**src/rtl/core/tsi_pkg.sv**
```systemverilog
`timescale 1ns / 1ps
`default_nettype none
package tsi_pkg;

  localparam int MAX_SPAN  = 64;
  localparam int CNT_W     = 7;
  localparam int CFG_IDX_W = 3;
  localparam int CFG_DATA_W = 32;

  // configuration register indexes
  localparam logic [CFG_IDX_W-1:0] REG_DEPTH_STEP = 3'd0;
  localparam logic [CFG_IDX_W-1:0] REG_LIGHT_STEP = 3'd1;
  localparam logic [CFG_IDX_W-1:0] REG_S_STEP     = 3'd2;
  localparam logic [CFG_IDX_W-1:0] REG_T_STEP     = 3'd3;
  localparam logic [CFG_IDX_W-1:0] REG_WHOLE_STEP = 3'd4;
  localparam logic [CFG_IDX_W-1:0] REG_ROW_WIDTH  = 3'd5;

  localparam logic [12:0] ROW_WIDTH_RESET = 13'd320;

  // span actions
  localparam logic ACT_START    = 1'b0;
  localparam logic ACT_CONTINUE = 1'b1;

  typedef struct packed {
    logic               action;
    logic [23:0]        frame_offset;
    logic [23:0]        depth_offset;
    logic [23:0]        texel_start;
    logic [15:0]        s_fraction;
    logic [15:0]        t_fraction;
    logic signed [31:0] light_start;
    logic signed [31:0] inverse_depth;
    logic [CNT_W-1:0]   pixel_count;
    logic               textured;
    logic [7:0]         solid_colour;
  } in_t;

  typedef struct packed {
    logic [23:0]        pixel_frame_offset;
    logic [23:0]        pixel_depth_offset;
    logic [23:0]        texel_address;
    logic               fetch_texel;
    logic [7:0]         colour_index;
    logic [7:0]         light_row;
    logic signed [15:0] pixel_depth;
    logic               last_pixel;
  } out_t;

  typedef struct packed {
    logic signed [31:0] depth_step_x;
    logic signed [31:0] light_step_x;
    logic [15:0]        s_fraction_step;
    logic [15:0]        t_fraction_step;
    logic signed [20:0] texel_whole_step;
    logic [12:0]        texture_row_width;
  } cfg_t;

  typedef struct packed {
    logic [23:0] frame_offset;
    logic [23:0] depth_offset;
    logic [23:0] texel;
    logic [15:0] s_fraction;
    logic [15:0] t_fraction;
    logic [31:0] light;
    logic [31:0] inverse_depth;
    logic        textured;
    logic [7:0]  colour;
  } span_t;

endpackage
`default_nettype wire

```
**src/rtl/core/tsi_step.sv**
```systemverilog
`timescale 1ns / 1ps
`default_nettype none
// Per-pixel stepping unit, reused for every pixel of a span.
module tsi_step import tsi_pkg::*; (
  input  wire span_t cur,
  input  wire cfg_t  cfg,
  output span_t      nxt
);

  logic [16:0] s_sum;
  logic [16:0] t_sum;
  logic [23:0] whole24;
  logic [23:0] row_add;
  logic [23:0] texel_sum;

  always_comb begin
    s_sum   = {1'b0, cur.s_fraction} + {1'b0, cfg.s_fraction_step};
    t_sum   = {1'b0, cur.t_fraction} + {1'b0, cfg.t_fraction_step};
    whole24 = {{3{cfg.texel_whole_step[20]}}, cfg.texel_whole_step};
    row_add = t_sum[16] ? {11'd0, cfg.texture_row_width} : 24'd0;
    texel_sum = cur.texel + whole24 + {23'd0, s_sum[16]} + row_add;

    nxt               = cur;
    nxt.frame_offset  = cur.frame_offset + 24'd1;
    nxt.depth_offset  = cur.depth_offset + 24'd1;
    nxt.inverse_depth = cur.inverse_depth + cfg.depth_step_x;
    nxt.light         = cur.light + cfg.light_step_x;
    nxt.s_fraction    = s_sum[15:0];
    nxt.t_fraction    = t_sum[15:0];
    // solid spans hold the texel address
    if (cur.textured) begin
      nxt.texel = texel_sum;
    end
  end

endmodule
`default_nettype wire

```
**src/rtl/core/textured_span_interpolator_core.sv**
```systemverilog
// The accept edge loads the span register; pixels are then registered into out_data
// as output slots free up. Throughput: one pixel per cycle while out_ready stays high;
// counts saturate to 64, and a new item is taken only once the span is done.
// The rate is set by the single stepping unit, which advances the span once per pixel.
// Reset (rst_n low, synchronous): span state cleared, registers to defaults
// (row width 320, others zero), no output pending.
`timescale 1ns / 1ps
`default_nettype none
module textured_span_interpolator_core import tsi_pkg::*; (
  input  wire                  clk,
  input  wire                  rst_n,
  // input transactions
  input  wire                  in_valid,
  output logic                 in_ready,
  input  wire in_t             in_data,
  // pixel transactions
  output logic                 out_valid,
  input  wire                  out_ready,
  output out_t                 out_data,
  // configuration writes
  input  wire                  cfg_we,
  input  wire [CFG_IDX_W-1:0]  cfg_index,
  input  wire [CFG_DATA_W-1:0] cfg_data
);

  typedef enum logic [1:0] {
    ST_IDLE = 2'b01,
    ST_RUN  = 2'b10
  } state_t;

  state_t           state_r, state_nxt;
  cfg_t             cfg_r;
  span_t            span_r, span_nxt;
  span_t            span_step;
  logic [CNT_W-1:0] remain_r, remain_nxt;
  logic [CNT_W-1:0] count_sat;
  out_t             out_r, out_nxt;
  logic             out_valid_r, out_valid_nxt;
  logic             in_fire;
  logic             slot_free;

  // ---------------------------------------------------------------
  // Configuration registers; unknown indexes are dropped.
  // ---------------------------------------------------------------
  always_ff @(posedge clk) begin
    if (!rst_n) begin
      cfg_r.depth_step_x      <= '0;
      cfg_r.light_step_x      <= '0;
      cfg_r.s_fraction_step   <= '0;
      cfg_r.t_fraction_step   <= '0;
      cfg_r.texel_whole_step  <= '0;
      cfg_r.texture_row_width <= ROW_WIDTH_RESET;
    end else if (cfg_we) begin
      unique case (cfg_index)
        REG_DEPTH_STEP: cfg_r.depth_step_x      <= cfg_data;
        REG_LIGHT_STEP: cfg_r.light_step_x      <= cfg_data;
        REG_S_STEP:     cfg_r.s_fraction_step   <= cfg_data[15:0];
        REG_T_STEP:     cfg_r.t_fraction_step   <= cfg_data[15:0];
        REG_WHOLE_STEP: cfg_r.texel_whole_step  <= cfg_data[20:0];
        REG_ROW_WIDTH:  cfg_r.texture_row_width <= cfg_data[12:0];
        default: ;
      endcase
    end
  end

  // Shared stepping unit: next interpolant set for the current pixel.
  tsi_step u_step (
    .cur (span_r),
    .cfg (cfg_r),
    .nxt (span_step)
  );

  assign in_ready  = (state_r == ST_IDLE);
  assign in_fire   = in_valid && in_ready;
  // output register can take a pixel when empty or being drained
  assign slot_free = !out_valid_r || out_ready;

  always_comb begin
    count_sat = (in_data.pixel_count > CNT_W'(MAX_SPAN)) ? CNT_W'(MAX_SPAN)
                                                         : in_data.pixel_count;
  end

  // ---------------------------------------------------------------
  // Sequencer: load or resume a span, then emit one pixel per free
  // output slot and step the span after each one.
  // ---------------------------------------------------------------
  always_comb begin
    state_nxt     = state_r;
    span_nxt      = span_r;
    remain_nxt    = remain_r;
    out_nxt       = out_r;
    out_valid_nxt = out_valid_r && !out_ready;

    unique case (state_r)
      ST_IDLE: begin
        if (in_fire) begin
          if (in_data.action == ACT_START) begin
            span_nxt.frame_offset  = in_data.frame_offset;
            span_nxt.depth_offset  = in_data.depth_offset;
            span_nxt.texel         = in_data.texel_start;
            span_nxt.s_fraction    = in_data.s_fraction;
            span_nxt.t_fraction    = in_data.t_fraction;
            span_nxt.light         = in_data.light_start;
            span_nxt.inverse_depth = in_data.inverse_depth;
            span_nxt.textured      = in_data.textured;
            span_nxt.colour        = in_data.solid_colour;
          end
          remain_nxt = count_sat;
          // zero count: state is loaded but nothing goes out
          if (count_sat != '0) begin
            state_nxt = ST_RUN;
          end
        end
      end
      ST_RUN: begin
        if (slot_free) begin
          out_nxt.pixel_frame_offset = span_r.frame_offset;
          out_nxt.pixel_depth_offset = span_r.depth_offset;
          out_nxt.texel_address      = span_r.textured ? span_r.texel : 24'd0;
          out_nxt.fetch_texel        = span_r.textured;
          out_nxt.colour_index       = span_r.textured ? 8'd0 : span_r.colour;
          out_nxt.light_row          = span_r.light[15:8];
          out_nxt.pixel_depth        = span_r.inverse_depth[31:16];
          out_nxt.last_pixel         = (remain_r == CNT_W'(1));
          out_valid_nxt              = 1'b1;
          span_nxt                   = span_step;
          remain_nxt                 = remain_r - CNT_W'(1);
          if (remain_r == CNT_W'(1)) begin
            state_nxt = ST_IDLE;
          end
        end
      end
      default: begin
        state_nxt = ST_IDLE;
      end
    endcase
  end

  always_ff @(posedge clk) begin
    if (!rst_n) begin
      state_r     <= ST_IDLE;
      span_r      <= '0;
      remain_r    <= '0;
      out_valid_r <= 1'b0;
    end else begin
      state_r     <= state_nxt;
      span_r      <= span_nxt;
      remain_r    <= remain_nxt;
      out_valid_r <= out_valid_nxt;
    end
  end

  // pixel payload needs no reset
  always_ff @(posedge clk) begin
    out_r <= out_nxt;
  end

  assign out_valid = out_valid_r;
  assign out_data  = out_r;

endmodule
`default_nettype wire

```
**config.mk**
```make
export PLATFORM = sky130hd
export DESIGN_NAME = textured_span_interpolator_core
export DESIGN_NICKNAME = d
export VERILOG_FILES = /design/src/rtl/core/tsi_pkg.sv /design/src/rtl/core/tsi_step.sv /design/src/rtl/core/textured_span_interpolator_core.sv
export SDC_FILE = /design/constraint.sdc
export NUM_CORES = 1
export LEC_CHECK = 0
export CAP_MARGIN = 20
export CELL_PAD_IN_SITES_DETAIL_PLACEMENT = 1
export CELL_PAD_IN_SITES_GLOBAL_PLACEMENT = 2
export CORE_ASPECT_RATIO = 2
export CORE_MARGIN = 2
export CORE_UTILIZATION = 42
export CTS_CLUSTER_DIAMETER = 80
export DETAILED_ROUTE_END_ITERATION = 10
export DONT_BUFFER_PORTS = 1
export MAX_ROUTING_LAYER = met4
export PLACE_DENSITY_LB_ADDON = 0.1
export SLEW_MARGIN = 15
export SYNTH_ARGS = -nofsm -noshare
export SYNTH_HDL_FRONTEND = slang
export SYNTH_SLANG_ARGS = --single-unit
```
**constraint.sdc**
```tcl
create_clock -name clk -period 14.4 [get_ports clk]
set_input_delay 1.44 -clock clk [delete_from_list [all_inputs] [get_ports clk]]
set_output_delay 1.44 -clock clk [all_outputs]
set_load 0.01 [all_outputs]
```
# Word level (Yosys, flattened, before mapping)
# Index checks and enable logic that the tools add are counted.
[totals]
ff_bits = 423
input_bits = 225
output_inout_bits = 108
wordCells = 90
[op_classes]
n_addsub = 10
magnitude_cmp = 1
n_eq_ne = 14
n_mux = 17
bitwise_logic = 2
n_reduce_logical = 20
[op_table]
columns = ["operator", "n"]
rows = [
  ["2-to-1 mux 177 bit", 3],
  ["one-hot mux 177 bit (2 select lines)", 1],
  ["adder 32 bit", 2],
  ["adder 24 x 1 -> 24 bit (second input constant)", 2],
  ["adder 24 bit", 2],
  ["adder 16 x 16 -> 17 bit", 2],
  ["adder 24 x 1 -> 24 bit", 1],
  ["2-to-1 mux 24 bit", 1],
  ["2-to-1 mux 7 bit", 3],
  ["one-hot mux 7 bit (2 select lines)", 1],
  ["AND reduction 2 bit", 7],
  ["2-to-1 mux 13 bit", 1],
  ["AND reduction 4 bit", 3],
  ["2-to-1 mux 2 bit", 4],
  ["!= test 2 bit (second input constant)", 4],
  ["equality test 7 x 1 -> 1 bit (second input constant)", 1],
  ["greater-than comparator 7 bit (second input constant)", 1],
  ["nonzero test 7 bit", 1],
  ["subtractor 7 x 1 -> 7 bit (second input constant)", 1],
  ["equality test 3 x 2 -> 1 bit (second input constant)", 2],
  ["equality test 3 bit (second input constant)", 2],
  ["AND reduction 5 bit", 1],
  ["!= test 2 x 1 -> 1 bit (second input constant)", 2],
  ["one-hot mux 2 bit (2 select lines)", 1],
  ["11 further kinds", 15],
]

# Depth between registers and ports, before layout
# Gate-level depths: netlist of the first run.
[logic_depth]
depth_word = 6
depth_mapped = 23
mapped_depth_nobuf = 23

# Modules after synthesis
# Synthesis of the first run repeated with hierarchy kept, for this count alone.
[unflattened]
cells_unflattened = 2748
area_unflattened_um2 = 24313.3
[by_module_without_submodules]
columns = ["module", "n_inst", "cells_per_inst", "area_per_inst_um2"]
rows = [
  ["textured_span_interpolator_core", 1, 1778, 16993.8],
  ["tsi_step", 1, 970, 7319.5],
]

# Worst setup path before layout of the first run
# Ideal clock, no wire load.
[synth_path]
path_kind = "input-to-reg"
start = "input out_ready"
end = "register out_r, in the netlist out_data[0], enable pin"
setup_ns = 0.512
arrival_ns = 5.198
path_slack_ns = 8.690
stages = 5
path_buffers = 2
cell_sequence = "nand2b_1 nand2_2 inv_2 buf_1 clkbuf_1"
[synth_via]
elab_chain_cells = 2
[synth_lines]
columns = ["element", "line_no", "text"]
rows = [
  ["from (decl)", "textured_span_interpolator_core.sv:18", "input wire out_ready,"],
  ["logical OR 1 bit", "textured_span_interpolator_core.sv:76", "assign slot_free = !out_valid_r || out_ready;"],
  ["AND reduction 2 bit (no source line)", "--", ""],
  ["to (signal assigned)", "textured_span_interpolator_core.sv:155", "out_r <= out_nxt;"],
  ["to (decl)", "textured_span_interpolator_core.sv:37", "out_t out_r, out_nxt;"],
]
# Every way passes these cells.
# A chain may end at the register's enable or synchronous reset.

# Final worst setup path of the first run
[layout_path]
start = "register cfg_r[34] in the netlist's numbering"
end = "register span_r[127] in the netlist's numbering"
[layout_via]
elab_chain_cells = 6
[layout_lines]
columns = ["element", "line_no", "text"]
rows = [
  ["from (decl)", "textured_span_interpolator_core.sv:32", "cfg_t cfg_r;"],
  ["adder 16 x 16 -> 17 bit", "tsi_step.sv:18", "t_sum = {1'b0, cur.t_fraction} + {1'b0, cfg.t_fraction_step};"],
  ["2-to-1 mux 13 bit", "tsi_step.sv:20", "row_add = t_sum[16] ? {11'd0, cfg.texture_row_width} : 24'd0;"],
  ["adder 24 bit", "tsi_step.sv:21", "texel_sum = cur.texel + whole24 + {23'd0, s_sum[16]} + row_add;"],
  ["2-to-1 mux 24 bit", "tsi_step.sv:31", "if (cur.textured) begin"],
  ["2-to-1 mux 177 bit", "textured_span_interpolator_core.sv:116", "if (slot_free) begin"],
  ["one-hot mux 177 bit (2 select lines)", "textured_span_interpolator_core.sv:94", "unique case (state_r)"],
  ["to (signal assigned)", "textured_span_interpolator_core.sv:147", "span_r <= span_nxt;"],
  ["to (decl)", "textured_span_interpolator_core.sv:33", "span_t span_r, span_nxt;"],
]
# Every way passes these cells. The select of a mux whose other input is x is not followed.

==> results of run 1 <==
==> placed cells by master, fill, tap and decap left out, types with 6 or more instances in the layout <==
master	instances
sky130_fd_sc_hd__o221a_2	11
sky130_fd_sc_hd__o31ai_1	14
sky130_fd_sc_hd__and3_1	27
sky130_fd_sc_hd__inv_1	33
sky130_fd_sc_hd__nand3_1	65
sky130_fd_sc_hd__o21a_1	16
sky130_fd_sc_hd__diode_2	13
sky130_fd_sc_hd__nand3b_1	6
sky130_fd_sc_hd__a21oi_1	168
sky130_fd_sc_hd__nand2b_1	12
sky130_fd_sc_hd__o21bai_1	16
sky130_fd_sc_hd__or3_1	28
sky130_fd_sc_hd__edfxtp_1	106
sky130_fd_sc_hd__a21boi_0	135
sky130_fd_sc_hd__nor2b_1	52
sky130_fd_sc_hd__clkbuf_16	42
sky130_fd_sc_hd__nand4_1	15
sky130_fd_sc_hd__clkinv_2	12
sky130_fd_sc_hd__o211a_1	52
sky130_fd_sc_hd__a211oi_1	13
sky130_fd_sc_hd__o211ai_1	62
sky130_fd_sc_hd__ha_1	115
sky130_fd_sc_hd__nor4_1	6
sky130_fd_sc_hd__nand2_1	435
sky130_fd_sc_hd__mux2i_1	13
sky130_fd_sc_hd__and2_1	41
sky130_fd_sc_hd__nor2_1	119
sky130_fd_sc_hd__o21ai_0	115
sky130_fd_sc_hd__a21o_1	40
sky130_fd_sc_hd__o311ai_0	10
sky130_fd_sc_hd__a22oi_1	16
sky130_fd_sc_hd__xor2_1	32
sky130_fd_sc_hd__buf_4	15
sky130_fd_sc_hd__a31oi_1	20
sky130_fd_sc_hd__nor3_1	36
sky130_fd_sc_hd__xnor2_1	34
sky130_fd_sc_hd__fa_1	18
sky130_fd_sc_hd__dfxtp_1	285
==> cell families (layout without fill, tap and decap cells) <==
family	count (synthesis)	in the layout	share of synthesized area [%]
buffers and inverters	182	121	3.33
flip-flops	391	391	42.0
other	0	13	0
AO/OA/AOI/OAI	742	742	24.1
adder cells (fa/ha/maj)	133	133	8.50
multiplexers	15	15	0.721
AND/OR/NAND/NOR	868	868	18.7
XOR/XNOR	66	66	2.73
==> through the flow <==
stage | instance area, um2 | cells | setup slack (ns)
after floorplan | 21200 | 2397 | 8.69
after global placement | 21600 | 2913 | 8.28
after detailed placement | 21600 | 2913 | 8.19
after CTS | 22900 | 2985 | 8.13
after global routing | 22900 | 2997 | 7.75
final | 22900 | 2998 | 8.18
==> metal layers <==
layer  up-vias  track usage [%]
met2       422             51.0
met5         -                -
met4         0             10.8
met1      8693             27.8
li1       8435                -
met3       118             6.28
==> sequential cells by signal, summed over array words and instances, names as in the netlist <==
| signal | flops |
|---|---|
| span_r | 161 |
| cfg_r | 114 |
| remain_r | 7 |
| out_valid | 1 |
| out_data | 106 |
| state_r | 2 |
==> worst max-delay path, cell delays in order, from the launching register on <==
cell,delay [ns]
sky130_fd_sc_hd__dfxtp_1,0.32
sky130_fd_sc_hd__ha_1,0.23
sky130_fd_sc_hd__fa_1,0.41
sky130_fd_sc_hd__a21o_1,0.18
sky130_fd_sc_hd__a21oi_1,0.32
sky130_fd_sc_hd__o21a_1,0.18
sky130_fd_sc_hd__o311ai_1,0.16
sky130_fd_sc_hd__a21o_1,0.21
sky130_fd_sc_hd__a21o_1,0.21
sky130_fd_sc_hd__a21o_1,0.19
sky130_fd_sc_hd__a21oi_2,0.61
sky130_fd_sc_hd__nor2b_1,0.13
sky130_fd_sc_hd__fa_1,0.52
sky130_fd_sc_hd__fa_1,0.51
sky130_fd_sc_hd__a211oi_2,0.30
sky130_fd_sc_hd__o211ai_1,0.20
sky130_fd_sc_hd__a41oi_2,0.31
sky130_fd_sc_hd__o2111ai_1,0.17
sky130_fd_sc_hd__a21oi_1,0.29
sky130_fd_sc_hd__o21ai_2,0.13
sky130_fd_sc_hd__nand3_1,0.12
sky130_fd_sc_hd__mux2_2,0.34
sky130_fd_sc_hd__o211ai_1,0.09
==> where the power goes <==
group          total, mW  switching [mW]  leakage, nW  internal [mW]
registers           1.22          0.0457         3.37           1.18
clock network       1.09           0.468        0.658          0.620
logic              0.257           0.155         5.25          0.102
total               2.57           0.669         9.27           1.90
==> cell type report <==
class	instances	area [um2]	share of cell area, %
clock buffer	49	1110	4.83
antenna	13	32.5	0.142
timing repair buffer	15	113	0.491
inverter	34	133	0.579
clock inverter	23	219	0.955
tap	649	812	3.54
sequential	391	8890	38.8
multi-input combinational	1824	11600	50.7
==> worst max path at each step <==
stage	startpoint	end	slack (ns)	depth (start not counted)
floorplan	out_ready	out_data[0]	8.69	5
global placement	cfg_r[34]	span_r[127]	8.28	22
detailed placement	cfg_r[34]	span_r[127]	8.19	22
CTS	cfg_r[34]	span_r[127]	8.13	22
global route	cfg_r[34]	span_r[127]	7.75	22
finish	cfg_r[34]	span_r[127]	8.18	22
==> impl_metrics.tcl, run 1 <==
set metrics [dict create \
    async_sr_flop_fraction_pct 0 \
    post-synth-top-area-fraction_pct 26.9 \
    critical_path.max_fanout 13 \
    ys_types 78 \
    unrepaired_setup_endpoints_after_global_routing "false" \
    status "completed" \
    syn-cell-area_mm2 0.0212 \
    post_cts.resized_instances 0 \
    leakagePower_nw 9.27 \
    hold-worst-slack_ns 0.461 \
    wl_per_cell_um 23.6 \
    worst_hold_startpoint "span_r[176]" \
    dp_hpwl_mm 49.8 \
    timing_hold_violations_final 0 \
    grt_antenna_before_repair 13 \
    routed.top_layer "met4" \
    route.vias.total 17668 \
    total_power_mw 2.57 \
    cts.repair_timing.setup_buffer_count 0 \
    grt.total_usage_pct 27.6 \
    synth_nets 2755 \
    grt_start_max_net_pins 296 \
    ys_top_cells_by_area "sky130_fd_sc_hd__dfxtp_1, sky130_fd_sc_hd__edfxtp_1, sky130_fd_sc_hd__nand2_1, sky130_fd_sc_hd__ha_1, sky130_fd_sc_hd__a21boi_0" \
    regToRegEndpoint "span_r[127]" \
    finalWirelength_mm 70.7 \
    wl_met2_mm 37.4 \
    cts-htree-levels 2 \
    critPathRequiredTime_ns 14.89 \
    synth-edff-count 106 \
    worstHoldEndpoint "out_data[105]" \
    fin_util_pct 45.9 \
    io_pins 333 \
    ys.flop_type "sky130_fd_sc_hd__dfxtp_1" \
    maxCapViolations 0 \
    wire_length_of_the_first_global_routing_pass_mm 109 \
    place_congestion 0.881 \
    area_delta_synth_final_pct 8.25 \
    cts_tree "built" \
    synth.cells.most_frequent "sky130_fd_sc_hd__nand2_1, sky130_fd_sc_hd__dfxtp_1, sky130_fd_sc_hd__a21oi_1" \
    layout_min_cycle_time_ns 6.22 \
    fin_worst_skew_ns 0.0169 \
    finalNetCount 2664 \
    synth_top_cell_by_area "sky130_fd_sc_hd__dfxtp_1" \
    critical_path.endpoint_type "flip-flop" \
    die_w_um 163 \
    viasPerCell 5.89 \
    setup_total_negative_slack_ns 0 \
    die_y_extent_um 322 \
    clock_insertion_delay_worst_skew_ns 0.57 \
    timing.hold.worst_path_depth 0 \
    cell_count_after_synthesis 2397 \
    finalSetupViolCount 0 \
    globalRoute.totalOverflow 0 \
    peakVddDrop_mv 0.100 \
    final_layout_size_suffix_gt1_share_pct 5.31 \
    drc 0 \
    reg2regPathDepth 22 \
    floorplan.core_area_mm2 0.0499 \
    cts.clk_slew.worst_paths_ns 0.07 \
    floorplan.rows 116 \
    die_area_mm2 0.0523 \
    io_buffers 0 \
    classification_of_the_worst_slack_hold_path "reg2reg" \
    crit_path_start_kind "flip-flop" \
    layout.filler_cells 5825 \
    synth.yosys.seq_area_share_pct 42.0 \
    worstReg2RegStart "cfg_r[34]" \
    detail_route.iter0.violations 930 \
    worstMarginPinSlew_ns 1.06 \
    initial_core_util_pct 42.4 \
    via_count_of_the_first_global_routing_pass 18869 \
    yosysWarningCount 0 \
    min_period_over_period_pct 43.2 \
    powerDensity_mw_per_mm2 112 \
    clockRootBuffer "sky130_fd_sc_hd__clkbuf_16" \
    met3_wirelength_mm 4.22 \
    worst-setup-path-type "reg2reg" \
    postCtsHoldBufs 0 \
    ant_nets 0 \
    cts_buffer_depth 3 \
    timing.fmax_mhz 161 \
    cts_buffers 40 \
    drt_first_pass_iters 5 \
    syn_avg_cell_area_um2 8.84 \
    synth-seq-cells 391 \
    maxSlewViolCount 0 \
    numClockSinks 391 \
    most_frequent_cell_after_synthesis "sky130_fd_sc_hd__nand2_1" \
    max_slew_margin_pct 29.4 \
    setup.reg_to_reg.worst_slack_ns 8.18 \
    arrival_ns 6.71 \
    route.layer.met1.wl_mm 26.2 \
]
Note: power is estimated with default switching activity, not from simulation.
==> run 2: changes to the inputs <==
--- a/config.mk
+++ b/config.mk
@@ -5,12 +5,13 @@
 export SDC_FILE = /design/constraint.sdc
 export NUM_CORES = 1
 export LEC_CHECK = 0
+export ABC_AREA = 1
 export CAP_MARGIN = 20
 export CELL_PAD_IN_SITES_DETAIL_PLACEMENT = 1
 export CELL_PAD_IN_SITES_GLOBAL_PLACEMENT = 2
 export CORE_ASPECT_RATIO = 2
 export CORE_MARGIN = 2
-export CORE_UTILIZATION = 42
+export CORE_UTILIZATION = 33
 export CTS_CLUSTER_DIAMETER = 80
 export DETAILED_ROUTE_END_ITERATION = 10
 export DONT_BUFFER_PORTS = 1
==> constraint.sdc (replaced) <==
create_clock -name clk -period 5.21 [get_ports clk]
set_input_delay 0.521 -clock clk [delete_from_list [all_inputs] [get_ports clk]]
set_output_delay 0.521 -clock clk [all_outputs]
set_load 0.01 [all_outputs]
==> run 2 against run 1 <==
Compared with the run above: clock power grew to 3.0 times the previous value; critical path depth is 2 higher; final cell count is 35% higher; critical endpoint is now span_r[125]; largest power group unchanged.
==> impl_metrics.tcl, run 2 <==
set metrics [dict create \
    syn-cell-area_mm2 0.0226 \
    cts_buffers 41 \
    multi_input_area_mm2 0.0118 \
    dp_hpwl_mm 68.9 \
    critical_path.endpoint_type "flip-flop" \
    yosys.area_share.xor_xnor_pct 1.98 \
    setup_total_negative_slack_ns 0 \
    place_congestion 0.911 \
    mostFrequentLayoutCells "sky130_fd_sc_hd__nand2_1, sky130_fd_sc_hd__nor2_1, sky130_fd_sc_hd__inv_1" \
    most_frequent_cell_after_synthesis "sky130_fd_sc_hd__nand2_1" \
    setup.reg_to_reg.worst_slack_ns 0.51 \
    synth.yosys.seq_area_share_pct 39.4 \
    critical_path.max_fanout 9 \
    timing.hold.worst_path_depth 2 \
    yosys-mux-area-fraction_pct 0 \
    synth_top_family_by_area "simple AND/OR/NAND/NOR gates" \
    ys_types 49 \
    detail_route.iter0.violations 821 \
    grt.total_usage_pct 26.2 \
    synth_compound_area_share_pct 15.5 \
    fin_worst_skew_ns 0.0226 \
    finalNetCount 3469 \
    synth_top_cell_by_area "sky130_fd_sc_hd__dfxtp_1" \
    maxCapViolations 0 \
    basic_gate_share_of_the_synthesized_area_counting_and_or_nand_and_nor_cells_pct 26.7 \
    largest-register "span_r" \
    worst-setup-path-type "reg2reg" \
    synth-edff-count 106 \
    globalRoute.totalOverflow 0 \
    synth_fa_ha_area_share_pct 7.97 \
    largest_register_ffs 161 \
    final_cell_area_mm2 0.0248 \
    max_stage_delay_ns 0.48 \
    share_seq_of_total_power_pct 45.2 \
    async_sr_flop_fraction_pct 0 \
    die_area_mm2 0.0706 \
    syn_avg_cell_area_um2 7.11 \
    viasPerCell 5.18 \
    cell_count_after_synthesis 3173 \
    clock_insertion_delay_worst_skew_ns 0.59 \
    ys.flop_type "sky130_fd_sc_hd__dfxtp_1" \
    final_layout_size_suffix_gt1_share_pct 4.26 \
    cts-htree-levels 2 \
    wire_length_of_the_first_global_routing_pass_mm 136 \
    status "completed" \
    arrival_ns 5.14 \
    area_of_all_sequential_standard_cells_mm2 0.00889 \
    floorplan.core_area_mm2 0.0677 \
    finalSetupViolCount 0 \
    die_w_um 189 \
    worst_path_cell_chain "ha_1, fa_1, nand2_1, nand3_1, nand3b_1, nand2_1, nand2_1, nand2_1, nand2_1, nand2_1, a21oi_2, buf_4, nor2_1, fa_1, ha_1, nand2_1, nor2_1, inv_1, o21ai_0, nand2_1, nand4_1, nand3_1, nand2_1, a21oi_1" \
    crit_path_start_kind "flip-flop" \
    peakVddDrop_mv 0.241 \
    layout_min_cycle_time_ns 4.70 \
    leakagePower_nw 10.9 \
    cts.repair_timing.setup_buffer_count 0 \
    max_slew_margin_pct 31.3 \
    powerDensity_mw_per_mm2 308 \
    timing_hold_violations_final 0 \
    power.switching_fraction_pct 28.2 \
    io_pins 333 \
    synth_nets 3531 \
    post_cts.resized_instances 0 \
    numClockSinks 391 \
    worstMarginPinSlew_ns 1.03 \
    intPower_mw 5.48 \
    ys_top_cells_by_area "sky130_fd_sc_hd__dfxtp_1, sky130_fd_sc_hd__edfxtp_1, sky130_fd_sc_hd__nand2_1, sky130_fd_sc_hd__nor2_1, sky130_fd_sc_hd__a21oi_1" \
    grt_start_max_net_pins 198 \
    cts.clk_slew.worst_paths_ns 0.07 \
    cp_common_cell "sky130_fd_sc_hd__nand2_1" \
    wl_per_cell_um 22.4 \
    area_delta_synth_final_pct 9.82 \
    maxSlewViolCount 0 \
    floorplan.rows 135 \
    classification_of_the_worst_slack_hold_path "in2reg" \
    unrepaired_setup_endpoints_after_global_routing "false" \
    drt_first_pass_iters 5 \
    worst_path_slowest_cell "sky130_fd_sc_hd__a21oi_2" \
    clockRootBuffer "sky130_fd_sc_hd__clkbuf_16" \
    comb_power_share_pct 11.8 \
    critPathRequiredTime_ns 5.65 \
    final_common_cell "sky130_fd_sc_hd__nand2_1" \
    timing.fmax_mhz 213 \
    post-synth-top-area-fraction_pct 25.3 \
    layout.filler_cells 8463 \
    grt_antenna_before_repair 17 \
    initial_core_util_pct 33.3 \
    postCtsHoldBufs 0 \
    route.vias.total 20987 \
    min_period_over_period_pct 90.3 \
    synth-seq-cells 391 \
    placement.cell_area_mm2 0.0233 \
    cts_tree "built" \
    via_count_of_the_first_global_routing_pass 22639 \
    power.net_switching_mw 2.15 \
    synth.cells.most_frequent "sky130_fd_sc_hd__nand2_1, sky130_fd_sc_hd__nor2_1, sky130_fd_sc_hd__inv_1" \
    ant_nets 0 \
    drc 0 \
    finalWirelength_mm 90.7 \
    reg2regPathDepth 24 \
    cts_buffer_depth 3 \
    io_buffers 0 \
    die_y_extent_um 374 \
    power.share.clock_pct 43.0 \
    yosysWarningCount 0 \
]
[run 2: worst max-delay path: cells and delay by family (launching register included)]
family	cells	cell delay, ns
AO/OA/AOI/OAI	3	0.85
adder cells (fa/ha/maj)	4	1.44
buffers and inverters	2	0.32
flip-flops	1	0.32
AND/OR/NAND/NOR	15	1.61
[run 2: final cells by class]
class | instances | area share [%]
tap | 890 | 4.49
inverter | 354 | 5.39
timing repair buffer | 20 | 0.656
clock inverter | 26 | 1.22
antenna | 15 | 0.151
multi-input combinational | 2303 | 47.5
sequential | 391 | 35.9
clock buffer | 50 | 4.66
[run 2: through the flow]
stage / std cells / setup slack (ns) / utilization, % / total power [mW] / hold slack (ns)
after floorplan: 3173 / 1.54 / - / 4.13 / 0.406
after global placement: 3958 / 0.534 / 34.4 / 4.39 / 0.435
after detailed placement: 3958 / 0.436 / 34.4 / 4.42 / 0.444
after CTS: 4034 / 0.429 / 36.5 / 7.75 / 0.0225
after global routing: 4049 / 0.0590 / 36.6 / 7.96 / 0.0499
final: 4049 / 0.506 / 36.6 / 7.63 / 0.0648
[run 2: cell families (layout without fill, tap and decap cells)]
group,after synthesis,in the layout
AND/OR/NAND/NOR,1462,1462
AO/OA/AOI/OAI,657,657
buffers and inverters,479,450
flip-flops,391,391
adder cells (fa/ha/maj),133,133
XOR/XNOR,51,51
other,0,15
[run 2: worst paths after layout]
check               start     endpoint
min reg2reg     span_r[3]    span_r[3]
min          cfg_data[17]    cfg_r[30]
max reg2reg     cfg_r[34]  span_r[125]
max             cfg_r[34]  span_r[125]
[run 2: power by group through the flow]
stage	registers [mW]	logic, mW	clock network [mW]
finish	3.44	0.900	3.28
global route	3.46	1.03	3.47
CTS	3.45	0.917	3.39
detailed placement	3.51	0.909	0
global placement	3.51	0.882	0
floorplan	3.45	0.686	0
[run 2: per-layer routing]
layer	vias up	wire length, um	part of all wire, %	global-route usage [%]
met1	10190	32500	36	25.1
met5	-	0	0	-
met3	144	4160	4.6	4.73
met2	399	50200	55	50.5
li1	10254	-	-	-
met4	0	3880	4.3	11.2
==> run 3: changes to the inputs <==
--- a/config.mk
+++ b/config.mk
@@ -5,13 +5,12 @@
 export SDC_FILE = /design/constraint.sdc
 export NUM_CORES = 1
 export LEC_CHECK = 0
-export ABC_AREA = 1
 export CAP_MARGIN = 20
 export CELL_PAD_IN_SITES_DETAIL_PLACEMENT = 1
 export CELL_PAD_IN_SITES_GLOBAL_PLACEMENT = 2
 export CORE_ASPECT_RATIO = 2
 export CORE_MARGIN = 2
-export CORE_UTILIZATION = 33
+export CORE_UTILIZATION = 35
 export CTS_CLUSTER_DIAMETER = 80
 export DETAILED_ROUTE_END_ITERATION = 10
 export DONT_BUFFER_PORTS = 1
==> run 3 against run 2 <==
Compared with the run above: highest routed layer unchanged; count of clock-buffer cells in the layout up 5; hold slack better by 0.0050 ns; combinational power down 17%; power down 6.6%; via count down 15%; routed wire length down 16%; clock skew about the same; first-iteration DRC count down 16%.
==> impl_metrics.tcl, run 3 (synthesis results as in run 1) <==
set metrics [dict create \
    max_slew_margin_pct 36.8 \
    clock_insertion_delay_worst_skew_ns 0.57 \
    initial_core_util_pct 35.4 \
    crit_buf_inv 0 \
    fin_util_pct 39.4 \
    die_w_um 178 \
    logic_depth_of_the_worst_setup_path_including_buffers 22 \
    grt.total_usage_pct 24.7 \
    io_pins 333 \
    globalRoute.totalOverflow 0 \
    cts_buffers 41 \
    worst_hold_startpoint "rst_n" \
    arrival_ns 5.54 \
    hold-worst-slack_ns 0.0698 \
    via_count_of_the_first_global_routing_pass 19032 \
    final_common_cell "sky130_fd_sc_hd__nand2_1" \
    worstSetupStartpoint "span_r[73]" \
    place_congestion 0.903 \
    drc 0 \
    post-place-ws_ns -0.223 \
    worst-setup-path-type "reg2reg" \
    crit_path_start_kind "flip-flop" \
    grt_antenna_before_repair 15 \
    floorplan.core_area_mm2 0.0599 \
    io_buffers 0 \
    timing_hold_violations_final 0 \
    setup.reg_to_reg.worst_slack_ns 0.16 \
    route.vias.total 17838 \
    grt_start_max_net_pins 296 \
    worstHoldEndpoint "span_r[157]" \
    ant_nets 0 \
    detail_route.iter0.violations 692 \
    floorplan.rows 127 \
    fin_worst_skew_ns 0.0227 \
    numClockSinks 391 \
    maxCapViolations 0 \
    status "completed" \
    clockRootBuffer "sky130_fd_sc_hd__clkbuf_16" \
    area_delta_synth_final_pct 11.4 \
    worst_path_slowest_cell "sky130_fd_sc_hd__fa_1" \
    classification_of_the_worst_slack_hold_path "in2reg" \
    largest-register "span_r" \
    maxSlewViolCount 0 \
    die_y_extent_um 352 \
    layout_setup_ws_ns 0.156 \
    cts_buffer_depth 3 \
    viasPerCell 5.64 \
    critPathRequiredTime_ns 5.70 \
    die_area_mm2 0.0626 \
    critical_path.endpoint_type "flip-flop" \
    timing.critical_path.max_delay_family "compound AO/OA/AOI/OAI gates" \
    regToRegEndpoint "span_r[127]" \
    mostFrequentLayoutCells "sky130_fd_sc_hd__nand2_1, sky130_fd_sc_hd__dfxtp_1, sky130_fd_sc_hd__a21oi_1" \
    cts.clk_slew.worst_paths_ns 0.07 \
    reg2regPathDepth 22 \
    timing.fmax_mhz 198 \
    timing.hold.worst_path_depth 1 \
    worstMarginPinSlew_ns 0.947 \
    min_period_over_period_pct 97.0 \
    wire_length_of_the_first_global_routing_pass_mm 114 \
    peakVddDrop_mv 0.269 \
    cp_common_cell "sky130_fd_sc_hd__a21o_1" \
    finalNetCount 2702 \
    area_of_all_sequential_standard_cells_mm2 0.00889 \
    multi_input_area_mm2 0.0118 \
    worst_path_cell_chain "ha_4, fa_2, a21o_1, a21oi_2, o21a_1, o311ai_4, a21o_1, a21o_1, a21o_1, a21oi_4, nor2b_2, fa_1, fa_2, a211oi_4, o211ai_1, a41oi_2, o2111ai_2, a21oi_2, o21ai_2, nand3_2, mux2_4, o211ai_1" \
    layout.filler_cells 6884 \
    critical_path.max_fanout 3 \
    drt_first_pass_iters 5 \
    layout_min_cycle_time_ns 5.05 \
    dp_hpwl_mm 54.0 \
    wl_per_cell_um 24.1 \
    worstReg2RegStart "span_r[73]" \
    finalSetupViolCount 0 \
    leakagePower_nw 9.52 \
    postCtsHoldBufs 0 \
    instances_no_fill 3165 \
    finalWirelength_mm 76.2 \
    max_stage_delay_ns 0.53 \
    cts_tree "built" \
    cts-htree-levels 2 \
    dpl.cell_count 3072 \
    powerDensity_mw_per_mm2 302 \
    unrepaired_setup_endpoints_after_global_routing "true" \
    largest_register_ffs 161 \
    final_layout_size_suffix_gt1_share_pct 8.04 \
]
[run 3: cell type report]
class | count | share of cell area, %
multi-input combinational | 1824 | 50.1
sequential | 391 | 37.7
clock buffer | 55 | 5.01
tap | 774 | 4.11
timing repair buffer | 52 | 1.78
clock inverter | 20 | 0.584
inverter | 34 | 0.562
antenna | 15 | 0.159
[run 3: worst max path at each step]
| stage | end | slack (ns) |
|---|---|---|
| CTS | span_r[127] | 0.006 |
| global placement | span_r[121] | -0.13 |
| global route | span_r[127] | -0.10 |
| finish | span_r[127] | 0.16 |
| floorplan | span_r[127] | 0.19 |
| detailed placement | span_r[127] | -0.22 |
[run 3: routing by layer]
layer  wire, um  track usage (%)  vias to the layer above
met5          0                -                        -
met4       2610             8.50                        0
met3       4710             6.07                      103
met2      40500             45.9                      408
met1      28400             24.9                     8815
li1           -                -                     8512
[run 3: timing repair]
| action | 4_1_cts | 5_1_grt |
|---|---|---|
| setup buffers | 1 | 3 |
| gates resized for setup | 11 | 29 |
| setup endpoints to repair | 13 | 13 |
| pin swaps | 6 | 29 |
[run 3: worst reg2reg max path, stage by stage (launching register included)]
cell and delay [ns]:
sky130_fd_sc_hd__dfxtp_2 0.34, sky130_fd_sc_hd__ha_4 0.16, sky130_fd_sc_hd__fa_2 0.35, sky130_fd_sc_hd__a21o_1 0.20, sky130_fd_sc_hd__a21oi_2 0.14, sky130_fd_sc_hd__o21a_1 0.21
sky130_fd_sc_hd__o311ai_4 0.10, sky130_fd_sc_hd__a21o_1 0.18, sky130_fd_sc_hd__a21o_1 0.17, sky130_fd_sc_hd__a21o_1 0.19, sky130_fd_sc_hd__a21oi_4 0.20, sky130_fd_sc_hd__nor2b_2 0.07
sky130_fd_sc_hd__fa_1 0.53, sky130_fd_sc_hd__fa_2 0.45, sky130_fd_sc_hd__a211oi_4 0.25, sky130_fd_sc_hd__o211ai_1 0.18, sky130_fd_sc_hd__a41oi_2 0.28, sky130_fd_sc_hd__o2111ai_2 0.14
sky130_fd_sc_hd__a21oi_2 0.19, sky130_fd_sc_hd__o21ai_2 0.12, sky130_fd_sc_hd__nand3_2 0.10, sky130_fd_sc_hd__mux2_4 0.30, sky130_fd_sc_hd__o211ai_1 0.10
[run 3: where the power goes]
part	leakage, nW	total, mW	switching, mW	internal [mW]
Sequential	3.37	3.39	0.131	3.26
Combinational	5.49	0.746	0.444	0.302
Clock	0.660	2.99	1.34	1.65
[run 3: per-stage QoR]
step | TNS, ns | total power [mW] | area [um2]
after floorplan | 0 | 3.97 | 21200
after global placement | -0.714 | 4.16 | 22000
after detailed placement | -1.42 | 4.20 | 22000
after CTS | 0 | 7.22 | 23400
after global routing | -0.459 | 7.42 | 23600
final | 0 | 7.13 | 23600
